`config.mk`:
```
export PLATFORM = sky130hd
export DESIGN_NAME = circular_queue_with_drain_top
export DESIGN_NICKNAME = d
export VERILOG_FILES = /design/src/rtl/cqd_pkg.sv /design/src/rtl/circular_queue_with_drain_top.sv /design/src/rtl/cqd_ram.sv /design/src/rtl/cqd_front.sv /design/src/rtl/cqd_back.sv
export VERILOG_INCLUDE_DIRS = /design/src /design/src/rtl
export SDC_FILE = /design/constraint.sdc
export NUM_CORES = 1
export LEC_CHECK = 0
export BUFFER_PORTS_ARGS = -buffer_cell sky130_fd_sc_hd__buf_2
export CAP_MARGIN = 25
export CORE_MARGIN = 2
export CORE_UTILIZATION = 40
export CTS_BUF_LIST = sky130_fd_sc_hd__clkbuf_4
export CTS_CLUSTER_SIZE = 8
export DETAILED_ROUTE_END_ITERATION = 10
export PLACE_DENSITY = 0.65
export REMOVE_ABC_BUFFERS = 1
export SLEW_MARGIN = 20
export SYNTH_ARGS = -nofsm -noshare
export SYNTH_HDL_FRONTEND = slang
export SYNTH_HIERARCHICAL = 1
export SYNTH_SLANG_ARGS = --single-unit
```
`constraint.sdc`:
```
create_clock -name clk -period 5.2 [get_ports clk]
set_input_delay 0 -clock clk [delete_from_list [all_inputs] [get_ports clk]]
set_output_delay 0 -clock clk [all_outputs]
set_load 0.005 [all_outputs]
```
`src/rtl/circular_queue_with_drain_top_defines.svh`:
```
// Assertion macros shared by the circular queue RTL.
// Included by the modules that carry concurrent checks; needs nothing else.
`ifndef CIRCULAR_QUEUE_WITH_DRAIN_TOP_DEFINES_SVH
`define CIRCULAR_QUEUE_WITH_DRAIN_TOP_DEFINES_SVH

// Same-cycle implication, off during reset
`define CQD_ASSERT_IMPL(label, clk, rst, ante, cons) \
  label: assert property (@(posedge clk) disable iff (rst) (ante) |-> (cons)) \
    else $error("cqd: same-cycle check failed");

// Next-cycle implication, off during reset
`define CQD_ASSERT_NEXT(label, clk, rst, ante, cons) \
  label: assert property (@(posedge clk) disable iff (rst) (ante) |=> (cons)) \
    else $error("cqd: next-cycle check failed");

`endif

```
`src/rtl/cqd_pkg.sv`:
```
// Shared types and codes for the circular queue with drain.
// No dependencies; imported by the top, front and back modules.
package cqd_pkg;

  localparam int DEPTH     = 16;
  localparam int IDX_W     = $clog2(DEPTH);
  localparam int CAP_W     = 5;
  localparam int DATA_W    = 32;
  localparam int CMDQ_SIZE = 2;

  // Operation codes
  localparam logic [1:0] OP_ENQUEUE = 2'd0;
  localparam logic [1:0] OP_DEQUEUE = 2'd1;
  localparam logic [1:0] OP_DRAIN   = 2'd2;
  localparam logic [1:0] OP_NONE    = 2'd3;

  // Result status codes
  localparam logic [1:0] ST_ENQUEUED  = 2'd0;
  localparam logic [1:0] ST_REMOVED   = 2'd1;
  localparam logic [1:0] ST_OVERFLOW  = 2'd2;
  localparam logic [1:0] ST_UNDERFLOW = 2'd3;

  // Command handed from the front to the back
  typedef struct packed {
    logic                     valid;
    logic [1:0]               op;
    logic signed [DATA_W-1:0] value;
  } cmd_t;

endpackage

```
`src/rtl/circular_queue_with_drain_top.sv`:
```
// Path: an accepted command waits in a front queue slot; the back end takes it and registers its result onto done.
// Throughput: enqueue and dequeue one per cycle while no drain is running; a drain
// emits one removed value per cycle until the queue is empty, paced by the RAM read port.
// busy rises only when the two-entry command queue fills behind a drain.
// Reset (synchronous): queue empty, pointers zero, capacity 16, no clearing pass.
// Top level of the circular queue; depends on cqd_pkg, cqd_front and cqd_back.
module circular_queue_with_drain_top (
  input  logic                              clk,
  input  logic                              rst,
  input  logic                              start,
  output logic                              busy,
  input  logic [1:0]                        operation,
  input  logic signed [cqd_pkg::DATA_W-1:0] push_value,
  input  logic                              cfg_valid,
  output logic                              cfg_ready,
  input  logic [cqd_pkg::CAP_W-1:0]         capacity,
  output logic                              done,
  output logic signed [cqd_pkg::DATA_W-1:0] pop_value,
  output logic [1:0]                        status,
  output logic                              last
);
  import cqd_pkg::*;

  cmd_t cmd;
  logic take;

  // Configuration writes are always taken
  assign cfg_ready = 1'b1;

  cqd_front u_front (
    .clk        (clk),
    .rst        (rst),
    .start      (start),
    .busy       (busy),
    .operation  (operation),
    .push_value (push_value),
    .cmd        (cmd),
    .take       (take)
  );

  cqd_back u_back (
    .clk          (clk),
    .rst          (rst),
    .cmd          (cmd),
    .take         (take),
    .cfg_we       (cfg_valid && cfg_ready),
    .cfg_capacity (capacity),
    .done         (done),
    .pop_value    (pop_value),
    .status       (status),
    .last         (last)
  );

endmodule

```
`src/rtl/cqd_ram.sv`:
```
// Generic single-write, single-read RAM with registered read data.
// No dependencies.
module cqd_ram #(
  parameter int WIDTH = 32,
  parameter int DEPTH = 16
) (
  input  logic                     clk,
  input  logic                     we,
  input  logic [$clog2(DEPTH)-1:0] waddr,
  input  logic [WIDTH-1:0]         wdata,
  input  logic [$clog2(DEPTH)-1:0] raddr,
  output logic [WIDTH-1:0]         rdata
);

  logic [WIDTH-1:0] mem [DEPTH];

  // Write port
  always_ff @(posedge clk) begin
    if (we) begin
      mem[waddr] <= wdata;
    end
  end

  // Registered read port
  always_ff @(posedge clk) begin
    rdata <= mem[raddr];
  end

endmodule

```
`src/rtl/cqd_front.sv`:
```
// Front end: accepts commands, drops unused codes, holds a short command queue.
// Depends on cqd_pkg and the assertion macro header.
`include "circular_queue_with_drain_top_defines.svh"

module cqd_front (
  input  logic                              clk,
  input  logic                              rst,
  input  logic                              start,
  output logic                              busy,
  input  logic [1:0]                        operation,
  input  logic signed [cqd_pkg::DATA_W-1:0] push_value,
  output cqd_pkg::cmd_t                     cmd,
  input  logic                              take
);
  import cqd_pkg::*;

  localparam int PTR_W = $clog2(CMDQ_SIZE);
  localparam int CNT_W = $clog2(CMDQ_SIZE + 1);

  logic [1:0]               slot_op    [CMDQ_SIZE];
  logic signed [DATA_W-1:0] slot_value [CMDQ_SIZE];
  logic [PTR_W-1:0]         wr_ptr;
  logic [PTR_W-1:0]         rd_ptr;
  logic [CNT_W-1:0]         count;
  logic                     push;
  logic                     pop;

  // Classify: only real operations enter the queue
  assign busy = (count == CNT_W'(CMDQ_SIZE));
  assign push = start && !busy && (operation != OP_NONE);
  assign pop  = take && (count != '0);

  assign cmd.valid = (count != '0);
  assign cmd.op    = slot_op[rd_ptr];
  assign cmd.value = slot_value[rd_ptr];

  // Store the command payload
  always_ff @(posedge clk) begin
    if (push) begin
      slot_op[wr_ptr]    <= operation;
      slot_value[wr_ptr] <= push_value;
    end
  end

  // Advance pointers and count
  always_ff @(posedge clk) begin
    if (rst) begin
      wr_ptr <= '0;
      rd_ptr <= '0;
      count  <= '0;
    end else begin
      if (push) begin
        wr_ptr <= wr_ptr + PTR_W'(1);
      end
      if (pop) begin
        rd_ptr <= rd_ptr + PTR_W'(1);
      end
      if (push && !pop) begin
        count <= count + CNT_W'(1);
      end else if (pop && !push) begin
        count <= count - CNT_W'(1);
      end
    end
  end

  `CQD_ASSERT_NEXT(a_push_lands, clk, rst, push, count != '0)

endmodule

```
`src/rtl/cqd_back.sv`:
```
// Back end: owns the ring pointers and capacity, executes commands, forms results.
// Depends on cqd_pkg, cqd_ram and the assertion macro header.
`include "circular_queue_with_drain_top_defines.svh"

module cqd_back (
  input  logic                              clk,
  input  logic                              rst,
  input  cqd_pkg::cmd_t                     cmd,
  output logic                              take,
  input  logic                              cfg_we,
  input  logic [cqd_pkg::CAP_W-1:0]         cfg_capacity,
  output logic                              done,
  output logic signed [cqd_pkg::DATA_W-1:0] pop_value,
  output logic [1:0]                        status,
  output logic                              last
);
  import cqd_pkg::*;

  localparam logic S_IDLE  = 1'b0;
  localparam logic S_DRAIN = 1'b1;

  logic              state, state_next;
  logic [IDX_W-1:0]  head, head_next;
  logic [IDX_W-1:0]  tail, tail_next;
  logic              is_empty, is_empty_next;
  logic [CAP_W-1:0]  capacity, capacity_next;
  logic              resp_valid, resp_valid_next;
  logic [1:0]        resp_status, resp_status_next;
  logic              resp_last, resp_last_next;
  logic              resp_from_ram, resp_from_ram_next;
  logic              full;
  logic              ram_we;
  logic [IDX_W-1:0]  head_adv;
  logic [IDX_W-1:0]  tail_adv;
  logic              drained;
  logic [DATA_W-1:0] rdata;

  function automatic logic [IDX_W-1:0] ring_next(input logic [IDX_W-1:0] idx,
                                                 input logic [CAP_W-1:0] cap);
    logic [CAP_W-1:0] n;
    n = CAP_W'(idx) + CAP_W'(1);
    return (n >= cap) ? '0 : IDX_W'(n);
  endfunction

  function automatic logic [CAP_W-1:0] clamp_capacity(input logic [CAP_W-1:0] v);
    logic [CAP_W-1:0] c;
    c = v;
    if (c == '0) c = CAP_W'(1);
    if (c > CAP_W'(DEPTH)) c = CAP_W'(DEPTH);
    return c;
  endfunction

  assign full     = !is_empty && (head == tail);
  assign head_adv = ring_next(head, capacity);
  assign tail_adv = ring_next(tail, capacity);
  assign drained  = (head_adv == tail);
  assign take     = (state == S_IDLE) && cmd.valid;

  cqd_ram #(.WIDTH(DATA_W), .DEPTH(DEPTH)) u_ram (
    .clk   (clk),
    .we    (ram_we),
    .waddr (tail),
    .wdata (cmd.value),
    .raddr (head),
    .rdata (rdata)
  );

  // Execute the current command and plan the next result
  always_comb begin
    state_next         = state;
    head_next          = head;
    tail_next          = tail;
    is_empty_next      = is_empty;
    capacity_next      = capacity;
    ram_we             = 1'b0;
    resp_valid_next    = 1'b0;
    resp_status_next   = ST_ENQUEUED;
    resp_last_next     = 1'b1;
    resp_from_ram_next = 1'b0;
    unique case (state)
      S_IDLE: begin
        if (cmd.valid) begin
          unique case (cmd.op)
            OP_ENQUEUE: begin
              resp_valid_next = 1'b1;
              if (full) begin
                resp_status_next = ST_OVERFLOW;
              end else begin
                ram_we        = 1'b1;
                tail_next     = tail_adv;
                is_empty_next = 1'b0;
              end
            end
            OP_DEQUEUE: begin
              resp_valid_next = 1'b1;
              if (is_empty) begin
                resp_status_next = ST_UNDERFLOW;
              end else begin
                head_next          = head_adv;
                is_empty_next      = drained;
                resp_status_next   = ST_REMOVED;
                resp_from_ram_next = 1'b1;
              end
            end
            OP_DRAIN: begin
              if (!is_empty) begin
                head_next          = head_adv;
                is_empty_next      = drained;
                resp_valid_next    = 1'b1;
                resp_status_next   = ST_REMOVED;
                resp_from_ram_next = 1'b1;
                resp_last_next     = drained;
                state_next         = drained ? S_IDLE : S_DRAIN;
              end
            end
            OP_NONE: begin
            end
            default: begin
            end
          endcase
        end
      end
      S_DRAIN: begin
        head_next          = head_adv;
        is_empty_next      = drained;
        resp_valid_next    = 1'b1;
        resp_status_next   = ST_REMOVED;
        resp_from_ram_next = 1'b1;
        resp_last_next     = drained;
        state_next         = drained ? S_IDLE : S_DRAIN;
      end
      default: begin
        state_next = S_IDLE;
      end
    endcase
    // Capacity write takes effect only on an empty queue
    if (cfg_we && is_empty) begin
      capacity_next = clamp_capacity(cfg_capacity);
      head_next     = '0;
      tail_next     = '0;
    end
  end

  // Hold control state
  always_ff @(posedge clk) begin
    if (rst) begin
      state      <= S_IDLE;
      head       <= '0;
      tail       <= '0;
      is_empty   <= 1'b1;
      capacity   <= CAP_W'(DEPTH);
      resp_valid <= 1'b0;
    end else begin
      state      <= state_next;
      head       <= head_next;
      tail       <= tail_next;
      is_empty   <= is_empty_next;
      capacity   <= capacity_next;
      resp_valid <= resp_valid_next;
    end
  end

  // Result payload registers
  always_ff @(posedge clk) begin
    resp_status   <= resp_status_next;
    resp_last     <= resp_last_next;
    resp_from_ram <= resp_from_ram_next;
  end

  assign done      = resp_valid;
  assign status    = resp_status;
  assign last      = resp_last;
  assign pop_value = resp_from_ram ? $signed(rdata) : '0;

  `CQD_ASSERT_IMPL(a_empty_ptrs, clk, rst, is_empty, head == tail)
  `CQD_ASSERT_IMPL(a_zero_value, clk, rst, done && (status != ST_REMOVED), pop_value == '0)
  `CQD_ASSERT_IMPL(a_drain_nonempty, clk, rst, state == S_DRAIN, !is_empty)
  `CQD_ASSERT_NEXT(a_drain_emits, clk, rst, state == S_DRAIN, resp_valid)

endmodule

```
Yosys cells after proc, flatten, opt, wreduce, memory -nomap -nowiden
Memories as Yosys holds them, arrays and structs flattened. A register that Yosys moved wholly into a read port is not among the register bits.
Index checks and enable logic that the tools add are counted.

operators by class
  add/sub/neg operators = 6
  magnitude comparators = 3
  eq/ne operators = 11
  muxes and demuxes = 50
  bitwise operators = 2
  reductions and logical operators = 22

operators with widths
  kind                 count
  $mux 32              1
  $mux 1               26
  $mux 4               5
  $mux 5               3
  $pmux 1 s2           7
  $add 4x1->5 const B  2
  $ge 5x5->1           2
  $mux 2               5
  $eq 4x4->1           2
  $logic_and 1x1->1    8
  $pmux 4 s2           1
  $ne 2x2->1 const B   3
  $ne 3x3->1 const B   2
  $pmux 2 s3           1
  $reduce_and 3->1     2
  $reduce_or 2->1      3
  $gt 5x5->1 const B   1
  $logic_not 5->1      1
  $eq 2x2->1 const B   2
  $logic_not 1->1      4
  $pmux 2 s2           1
  $reduce_and 4->1     1
  $reduce_bool 2->1    2
  $add 1x1->1 const B  2
  6 further kinds      7

storage, ports and cells
  flip-flop bits (word level) = 24
  bits in writable memories = 580
  output and inout port bits = 38
  logic and storage cells = 109
  memories = 3

memories
  name                depth  bits a word  read ports  clocked after memory_dff  write ports  line             text
  u_back.u_ram.mem    16     32           1           1                         1            cqd_ram.sv:15    logic [WIDTH-1:0] mem [DEPTH];
  u_front.slot_value  2      32           1           1                         1            cqd_front.sv:21  logic signed [DATA_W-1:0] slot_value [CMDQ_SIZE];
  u_front.slot_op     2      2            1           1                         1            cqd_front.sv:20  logic [1:0] slot_op [CMDQ_SIZE];

Logic depth before layout (Yosys ltp)
Gate-level depths: netlist (run 1).

  depth after elaboration = 9
  gate-level depth with buffers = 12
  mapped depth without buffers = 10

Hierarchy
The synthesis (run 1) kept the hierarchy.

modules (own cells, without submodules)
  module                         times used  cells an instance  area an instance (µm²)  sequential area each (µm²)
  cqd_ram                        1           838                19835.3                 16015.4
  cqd_front                      1           131                2688.8                  2142.1
  cqd_back                       1           198                1530.2                  400.4
  circular_queue_with_drain_top  1           2                  11.3                    0.0

Worst setup path after synthesis (run 1)
Ideal clock, no wire load.

  kind = register to register
  start point = register with a tool-made name
  end point = memory u_back.u_ram.mem[0][0], enable pin
  setup time = 0.461 ns
  arrival = 4.354 ns
  required time = 4.739 ns
  setup slack = 0.386 ns
  cell stages (with the launch flop) = 10
  path through = dfxtp_1 -> buf_2 -> buf_2 -> mux2_2 -> inv_1 -> ha_1 -> o311ai_2 -> inv_1 -> or3b_2 -> nor3_1

RTL lines
  what              line
  end: declaration  cqd_ram.sv:15

==> impl_results.md, run 1 <==
* Total buffers and inverters traversed by the critical path at 3
* Root Buffer: sky130_fd_sc_hd__clkbuf_4
* Max-slew headroom at 33.2%
* Final design utilization at 48.4%
* Row cnt at 89
* Die Ht at 249 µm
* Largest area contributor in the synthesized netlist: sky130_fd_sc_hd__edfxtp_1
* Cell family with the largest share of critical-path delay: simple AND/OR/NAND/NOR gates
* Layout area overhead at 19.2%
* Number of remaining DRC errors at 0
* Number of endpoints with negative hold slack in the final report at 0
* Final-report max-slew violation count at 0
* Global-route wire length before repair at 76400 µm
* Number of cells on the worst reg-to-reg path at 8
* Post-route setup slack at 1.91 ns
* Largest buffer count on any clock path at 3
* Fraction of layout cells with a size suffix above 1 at 35.0%
* Dominant cell by count in the synthesized netlist: sky130_fd_sc_hd__edfxtp_1
* Number of buffers added for setup after CTS at 0
* Run status: finished clean
* Type of the tightest min-delay check: in -> reg
* Count of cell types in the netlist at 49
* Largest net degree at the start of global routing at 115
* Avg WL per Cell at 21.0 µm
* Buffers on Ports at 79
* Actual transition at the worst max-transition pin at 1.00 ns
* Top cell type's share of synthesized area at 72.4%
* Layout Skew at 0.0563 ns
* Reported max-cap violation count at 0
* Avg Inst Size Synth at 20.6 µm²
* Worst setup SP type: flop
* Leftover overflow at the end of global routing at 0
* Count of endpoints failing setup in the final report at 0
* Critical Path, Cell by Cell: mux2_2 > inv_1 > ha_1 > o311ai_2 > inv_1 > nand3_1 > nor2_4 > buf_4
* Clock tree from TritonCTS: done
* CTS buffer count at 161
* Crit Path Class: reg -> reg
* Slowest-stage cell, CP: sky130_fd_sc_hd__nor2_4
* Number of standard cells after synthesis at 1169
* Filler cells at 4947
* Unrepaired setup endpoints after global routing: no
* Initial drt markers at 922
* Total of cells resized after clock tree synthesis at 0
* Netlist Area Pre-Place at 24100 µm²
* Cts hold-fix bufs at 87
* Ranking of synthesized cells by instance count: sky130_fd_sc_hd__edfxtp_1, sky130_fd_sc_hd__mux4_2, sky130_fd_sc_hd__a22oi_1, sky130_fd_sc_hd__dfxtp_1, sky130_fd_sc_hd__nand2_1
* Cell occurring most often along the worst timing path: sky130_fd_sc_hd__inv_1
* Pwr dens at 400 nW/µm²
* Antenna viol nets, final at 0
* Area taken by multi-input logic gates at 5330 µm²
* Data arrival time of the critical path at 3.88 ns
* Placement Cell Area at 25700 µm²
* Antenna violations before repair at 2
* TNS Setup at 0 ns
* Hold Slack at 0.201 ns
* Crit Path Max Fanout at 17
* Maximum clock frequency at 0.304 GHz
* Min cycle time layout at 3.29 ns
* Global-route usage over all layers at 16.5%
* Number of enable-type register cells in the synthesized netlist at 580
* Top-Level Pins at 81
* Crit. End Element: flop
* Final Cell Area at 28700 µm²
* Logic depth of the worst setup path including buffers at 8
* Via-to-Cell Ratio at 5.18
* Pre-CTS setup slack at 1.92 ns
* Number of global-route vias before repair at 13100
* Leakage power of the design at 0.00953 µW
* Core area at 59200 µm²
* Clock latency on the worst-skew pair at 0.96 ns
* Placed wire-length estimate after detailed placement at 28500 µm
* Number of detailed-route iterations in the first pass at 7
* Clock Pin Slew Worst Setup and Hold Paths at 0.07 ns
* Ratio of final minimum period to clock period at 63.2%
* Sequential share of the synthesized area at 77.1%
* Total number of vias at 12300
* Maximum resistive drop on vdd at 0.208 mV
* Floorplan die area at 62100 µm²
* Post-synthesis sequential element count at 637
* Level count of the clock H-tree at 4
* Die Span X at 249 µm
* Seq. cell area at 18600 µm²
* Post-synthesis async set-or-reset flop share at 0%
* Most common flop cell mapped by yosys: sky130_fd_sc_hd__edfxtp_1
* Warning count from the yosys run at 6
* Total wire length after detailed routing at 50000 µm
* Clock sink count at 637
* Global placement routability congestion at 0.720
* CP peak stage delay at 0.72 ns
* Number of nets in the final layout at 1532
* Synth area leaders: sky130_fd_sc_hd__edfxtp_1, sky130_fd_sc_hd__mux4_2, sky130_fd_sc_hd__dfxtp_1, sky130_fd_sc_hd__a22oi_1, sky130_fd_sc_hd__mux2_2
* Cells on Worst Hold Path at 4
* Req. time, crit path at 5.79 ns
* Effective utilization at floorplan at 40.6%
[worst paths after layout]
kind / from / to / slack [ns]
setup / recovery: flop / u_back/u_ram/mem[13][14] / 1.91
hold / removal: rst / u_back/head[3] / 0.20
setup reg to reg: flop / u_back/u_ram/mem[13][14] / 1.91
hold reg to reg: u_back/capacity[3] / u_back/capacity[3] / 0.50
[worst reg2reg max path: stages, from the launching register on]
cell	delay (ns)
sky130_fd_sc_hd__dfxtp_2	0.34
sky130_fd_sc_hd__mux2_2	0.37
sky130_fd_sc_hd__inv_1	0.13
sky130_fd_sc_hd__ha_1	0.24
sky130_fd_sc_hd__o311ai_2	0.20
sky130_fd_sc_hd__inv_1	0.17
sky130_fd_sc_hd__nand3_1	0.31
sky130_fd_sc_hd__nor2_4	0.72
sky130_fd_sc_hd__buf_4	0.45
[cells by family (layout without fill, tap and decap cells)]
group	Yosys count	after routing	synth area share [%]
mux	164	164	13.7
flops	637	637	77.1
fa+ha+maj	18	18	0.936
compound gates	108	108	3.26
xor+xnor	12	12	0.437
buf+inv	71	504	1.33
other cells	1	5	0.0156
simple gates	158	158	3.25
[cell type report]
class / count / area share (%)
diodes: 4 / 0.0349
clock buffers: 239 / 6.26
clock inverters: 55 / 1.14
inverters: 15 / 0.196
multi-input cells: 461 / 18.6
flip-flops and latches: 637 / 64.7
well taps: 773 / 3.37
repair buffers: 195 / 5.68
[flip-flops by register name, summed over array words and instances, names as in the netlist, 2 cells and up, named ones only]
register,flops
u_front/count,2
u_back/tail,4
u_back/capacity,5
u_back/u_ram/rdata,32
u_front/slot_op,4
u_back/u_ram/mem,512
u_front/slot_value,64
u_back/status,2
u_back/head,4
[placed cells by master, fill, tap and decap left out, types with 4 or more instances in the layout]
master                            n
sky130_fd_sc_hd__a21oi_1         14
sky130_fd_sc_hd__a22oi_1         66
sky130_fd_sc_hd__and2_1          33
sky130_fd_sc_hd__buf_16           6
sky130_fd_sc_hd__buf_2           79
sky130_fd_sc_hd__buf_4           21
sky130_fd_sc_hd__bufinv_16        4
sky130_fd_sc_hd__clkbuf_4       239
sky130_fd_sc_hd__clkinv_1        36
sky130_fd_sc_hd__clkinv_2         7
sky130_fd_sc_hd__dfxtp_1         54
sky130_fd_sc_hd__diode_2          4
sky130_fd_sc_hd__dlygate4sd3_1   87
sky130_fd_sc_hd__edfxtp_1       580
sky130_fd_sc_hd__ha_1            18
sky130_fd_sc_hd__inv_1           15
sky130_fd_sc_hd__inv_2            6
sky130_fd_sc_hd__mux2_2          34
sky130_fd_sc_hd__mux4_2         128
sky130_fd_sc_hd__nand2_1         49
sky130_fd_sc_hd__nand2b_1         4
sky130_fd_sc_hd__nand3_1          8
sky130_fd_sc_hd__nand3b_1         4
sky130_fd_sc_hd__nor2_1          20
sky130_fd_sc_hd__nor2_4          13
sky130_fd_sc_hd__nor3_1           4
sky130_fd_sc_hd__nor3_2           4
sky130_fd_sc_hd__nor3b_1          4
sky130_fd_sc_hd__o21ai_0          9
sky130_fd_sc_hd__xnor2_1          6
sky130_fd_sc_hd__xor2_1           6
[where the power goes]
part	internal [µW]	total (µW)	switching (µW)
clock	2310	4260	1950
sequential	6120	6190	65.8
combinational	350	1030	684
[layer usage]
layer,wire length [µm],vias to the layer above,track usage [%]
li1,-,5502,-
met1,21000,6395,20.9
met2,25200,360,27.2
met3,2990,78,4.78
met4,823,0,5.51
met5,0,-,0
[per-stage QoR]
stage / cells / power [µW]
4_1_cts: 2375 / 11700
6_report: 2379 / 11500
3_3_place_gp: 1987 / 7260
3_5_place_dp: 1994 / 7310
2_1_floorplan: 1113 / 6900
5_1_grt: 2377 / 12000
No activity file was read; power rests on OpenSTA's default activity.
==> run 2, diff against run 1 <==
--- a/config.mk
+++ b/config.mk
@@ -13,7 +13,7 @@
 export CTS_BUF_LIST = sky130_fd_sc_hd__clkbuf_4
 export CTS_CLUSTER_SIZE = 8
 export DETAILED_ROUTE_END_ITERATION = 10
-export PLACE_DENSITY = 0.65
+export PLACE_DENSITY = 0.68
 export REMOVE_ABC_BUFFERS = 1
 export SLEW_MARGIN = 20
 export SYNTH_ARGS = -nofsm -noshare
==> constraint.sdc (replaced) <==
create_clock -name clk -period 2.8 [get_ports clk]
set_input_delay 0 -clock clk [delete_from_list [all_inputs] [get_ports clk]]
set_output_delay 0 -clock clk [all_outputs]
set_load 0.005 [all_outputs]
==> run 2 against run 1 <==
  * Sequential cell count stayed put
  * Maximum frequency grew 22%
  * Combinational power grew 100%
  * Utilization rose by 0.67 points
  * Clock power up 84%
  * Sequential power is 86% higher
  * Setup slack worse by 1.8 ns
  * Highest routed layer is now met5
==> impl_results.md, run 2 (synthesis results as in run 1) <==
* Total wire length after detailed routing at 53400 µm
* Share of power burned in combinational logic at 9.8%
* Avg WL per Cell at 22.2 µm
* Crit. End Element: flop
* Worst setup SP type: flop
* Maximum resistive drop on vdd at 0.455 mV
* Global-route usage over all layers at 17.4%
* Number of detailed-route iterations in the first pass at 5
* Antenna viol nets, final at 0
* Global placement routability congestion at 0.806
* Reported max-cap violation count at 0
* Root Buffer: sky130_fd_sc_hd__clkbuf_4
* Most common library cell in the layout ignoring fill and taps: sky130_fd_sc_hd__edfxtp_1
* Hold Slack at 0.144 ns
* Run status: finished clean
* Post-route setup slack at 0.0983 ns
* Count of endpoints failing setup in the final report at 0
* Non-filler cells in the finished layout at 2411
* Global-route wire length before repair at 80200 µm
* Switching portion of total power at 24.2%
* Core area at 59200 µm²
* Placed wire-length estimate after detailed placement at 29900 µm
* Filler cells at 4887
* Clock latency on the worst-skew pair at 1.00 ns
* Data arrival time of the critical path at 3.36 ns
* Register name with the most flops: u_back/u_ram/mem
* Antenna violations before repair at 4
* Via-to-Cell Ratio at 5.26
* Layout Skew at 0.0663 ns
* Effective utilization at floorplan at 40.6%
* Ratio of final minimum period to clock period at 96.5%
* Largest net degree at the start of global routing at 70
* Max reg flops at 512
* Buffers on Ports at 79
* Leftover overflow at the end of global routing at 0
* Final-report max-slew violation count at 0
* Met3 GRT Util at 4.52%
* Crit Path Class: reg -> reg
* Initial drt markers at 1023
* Min cycle time layout at 2.70 ns
* Maximum clock frequency at 0.370 GHz
* Actual transition at the worst max-transition pin at 0.944 ns
* Clock sink count at 637
* Floorplan die area at 62100 µm²
* Type of the tightest min-delay check: in -> reg
* Clk pwr share at 36.6%
* Level count of the clock H-tree at 4
* Row cnt at 89
* Req. time, crit path at 3.45 ns
* Switch Pwr at 5170 µW
* Clock Pin Slew Worst Setup and Hold Paths at 0.07 ns
* Pwr dens at 735 nW/µm²
* Die Span X at 249 µm
* Routing layer with the top usage in global route: met2
* Number of remaining DRC errors at 0
* Max-slew headroom at 37.0%
* Leakage power of the design at 0.00971 µW
* Cell count after placement at 2022
* Commonest cells after routing, fill and taps aside: sky130_fd_sc_hd__edfxtp_1, sky130_fd_sc_hd__clkbuf_4, sky130_fd_sc_hd__mux4_2, sky130_fd_sc_hd__dlygate4sd3_1, sky130_fd_sc_hd__buf_2
* Sequential Power Share at 53.6%
* Biggest regs: u_back/u_ram/mem: 512 flops, u_front/slot_value: 64 flops, u_back/u_ram/rdata: 32 flops
* Layout area overhead at 20.8%
* Number of endpoints with negative hold slack in the final report at 0
* Fraction of layout cells with a size suffix above 1 at 36.8%
* Pint at 16200 µW
* Number of nets in the final layout at 1575
* Largest buffer count on any clock path at 3
* Crit Path Max Fanout at 11
* Total number of vias at 12700
* Pre-CTS setup slack at -0.0838 ns
* Routing usage on met2 at 28.5%
* Unrepaired setup endpoints after global routing: no
* Overall power consumption at 21400 µW
* Top-Level Pins at 81
* Number of global-route vias before repair at 13500
* Die Ht at 249 µm
* GR Layer Usage met1 at 22.5%
* CTS buffer count at 159
* Clock tree from TritonCTS: done
-- run 2: final timing paths --
| path | from | endpoint | slack [ns] | cells past startpoint |
|---|---|---|---|---|
| worst min register to register | u_back/capacity[2] | u_back/capacity[2] | 0.50 | 2 |
| worst max register to register | flop | u_back/u_ram/mem[10][13] | 0.1 | 9 |
| worst max-delay path | flop | u_back/u_ram/mem[10][13] | 0.1 | 9 |
| worst min-delay path | rst | u_back/head[1] | 0.14 | 4 |
-- run 2: cell type report --
type | count | area, µm² | area share (%)
Antenna cell | 4 | 10.0 | 0.0344
Clock buffer | 233 | 1750 | 6.02
Clock inverter | 48 | 313 | 1.08
Sequential cell | 637 | 18600 | 63.9
Timing Repair Buffer | 237 | 2030 | 6.97
Inverter | 15 | 56.3 | 0.194
Tap cell | 773 | 967 | 3.33
Multi-Input combinational cell | 464 | 5390 | 18.5
-- run 2: through the flow --
stage	utilization [%]	TNS (ns)	cell area [µm²]
after floorplan	-	-2842.76	23800
after global placement	43.8	0	26000
after detailed placement	43.8	-1.78	26000
after CTS	48.9	0	29000
after global routing	49.1	0	29100
final	49.1	0	29100
-- run 2: critical path: stages (launching register included) --
cell and delay, ns:
sky130_fd_sc_hd__dfxtp_2 0.35, sky130_fd_sc_hd__mux2_2 0.35, sky130_fd_sc_hd__inv_1 0.09, sky130_fd_sc_hd__ha_1 0.19, sky130_fd_sc_hd__o311ai_2 0.16, sky130_fd_sc_hd__inv_1 0.12, sky130_fd_sc_hd__nand3b_1 0.09, sky130_fd_sc_hd__buf_4 0.21
sky130_fd_sc_hd__nor2_4 0.59, sky130_fd_sc_hd__buf_12 0.22
-- run 2: what timing repair did --
| action | 4_1_cts | 5_1_grt |
|---|---|---|
| endpoints found under the setup margin | 76 | 64 |
| pin swaps | 8 | 5 |
| endpoints found under the hold margin | 157 | 0 |
| buffers inserted | 7 | 6 |
| hold buffers | 88 | 0 |
| resized for setup | 2 | 7 |
| cloned | 2 | 1 |
-- run 2: power groups by stage --
stage	Combinational [µW]	Clock [µW]	Sequential (µW)
floorplan	1110	0	11700
global placement	1930	0	11700
detailed placement	2020	0	11700
CTS	2130	8060	11500
global route	2310	8510	11500
finish	2100	7820	11500
-- run 2: layer usage --
layer / share of wire (%) / vias to the layer above
met3: 6.4 / 88
li1: - / 5573
met4: 2.1 / 2
met5: 0.021 / -
met2: 49 / 448
met1: 42 / 6579
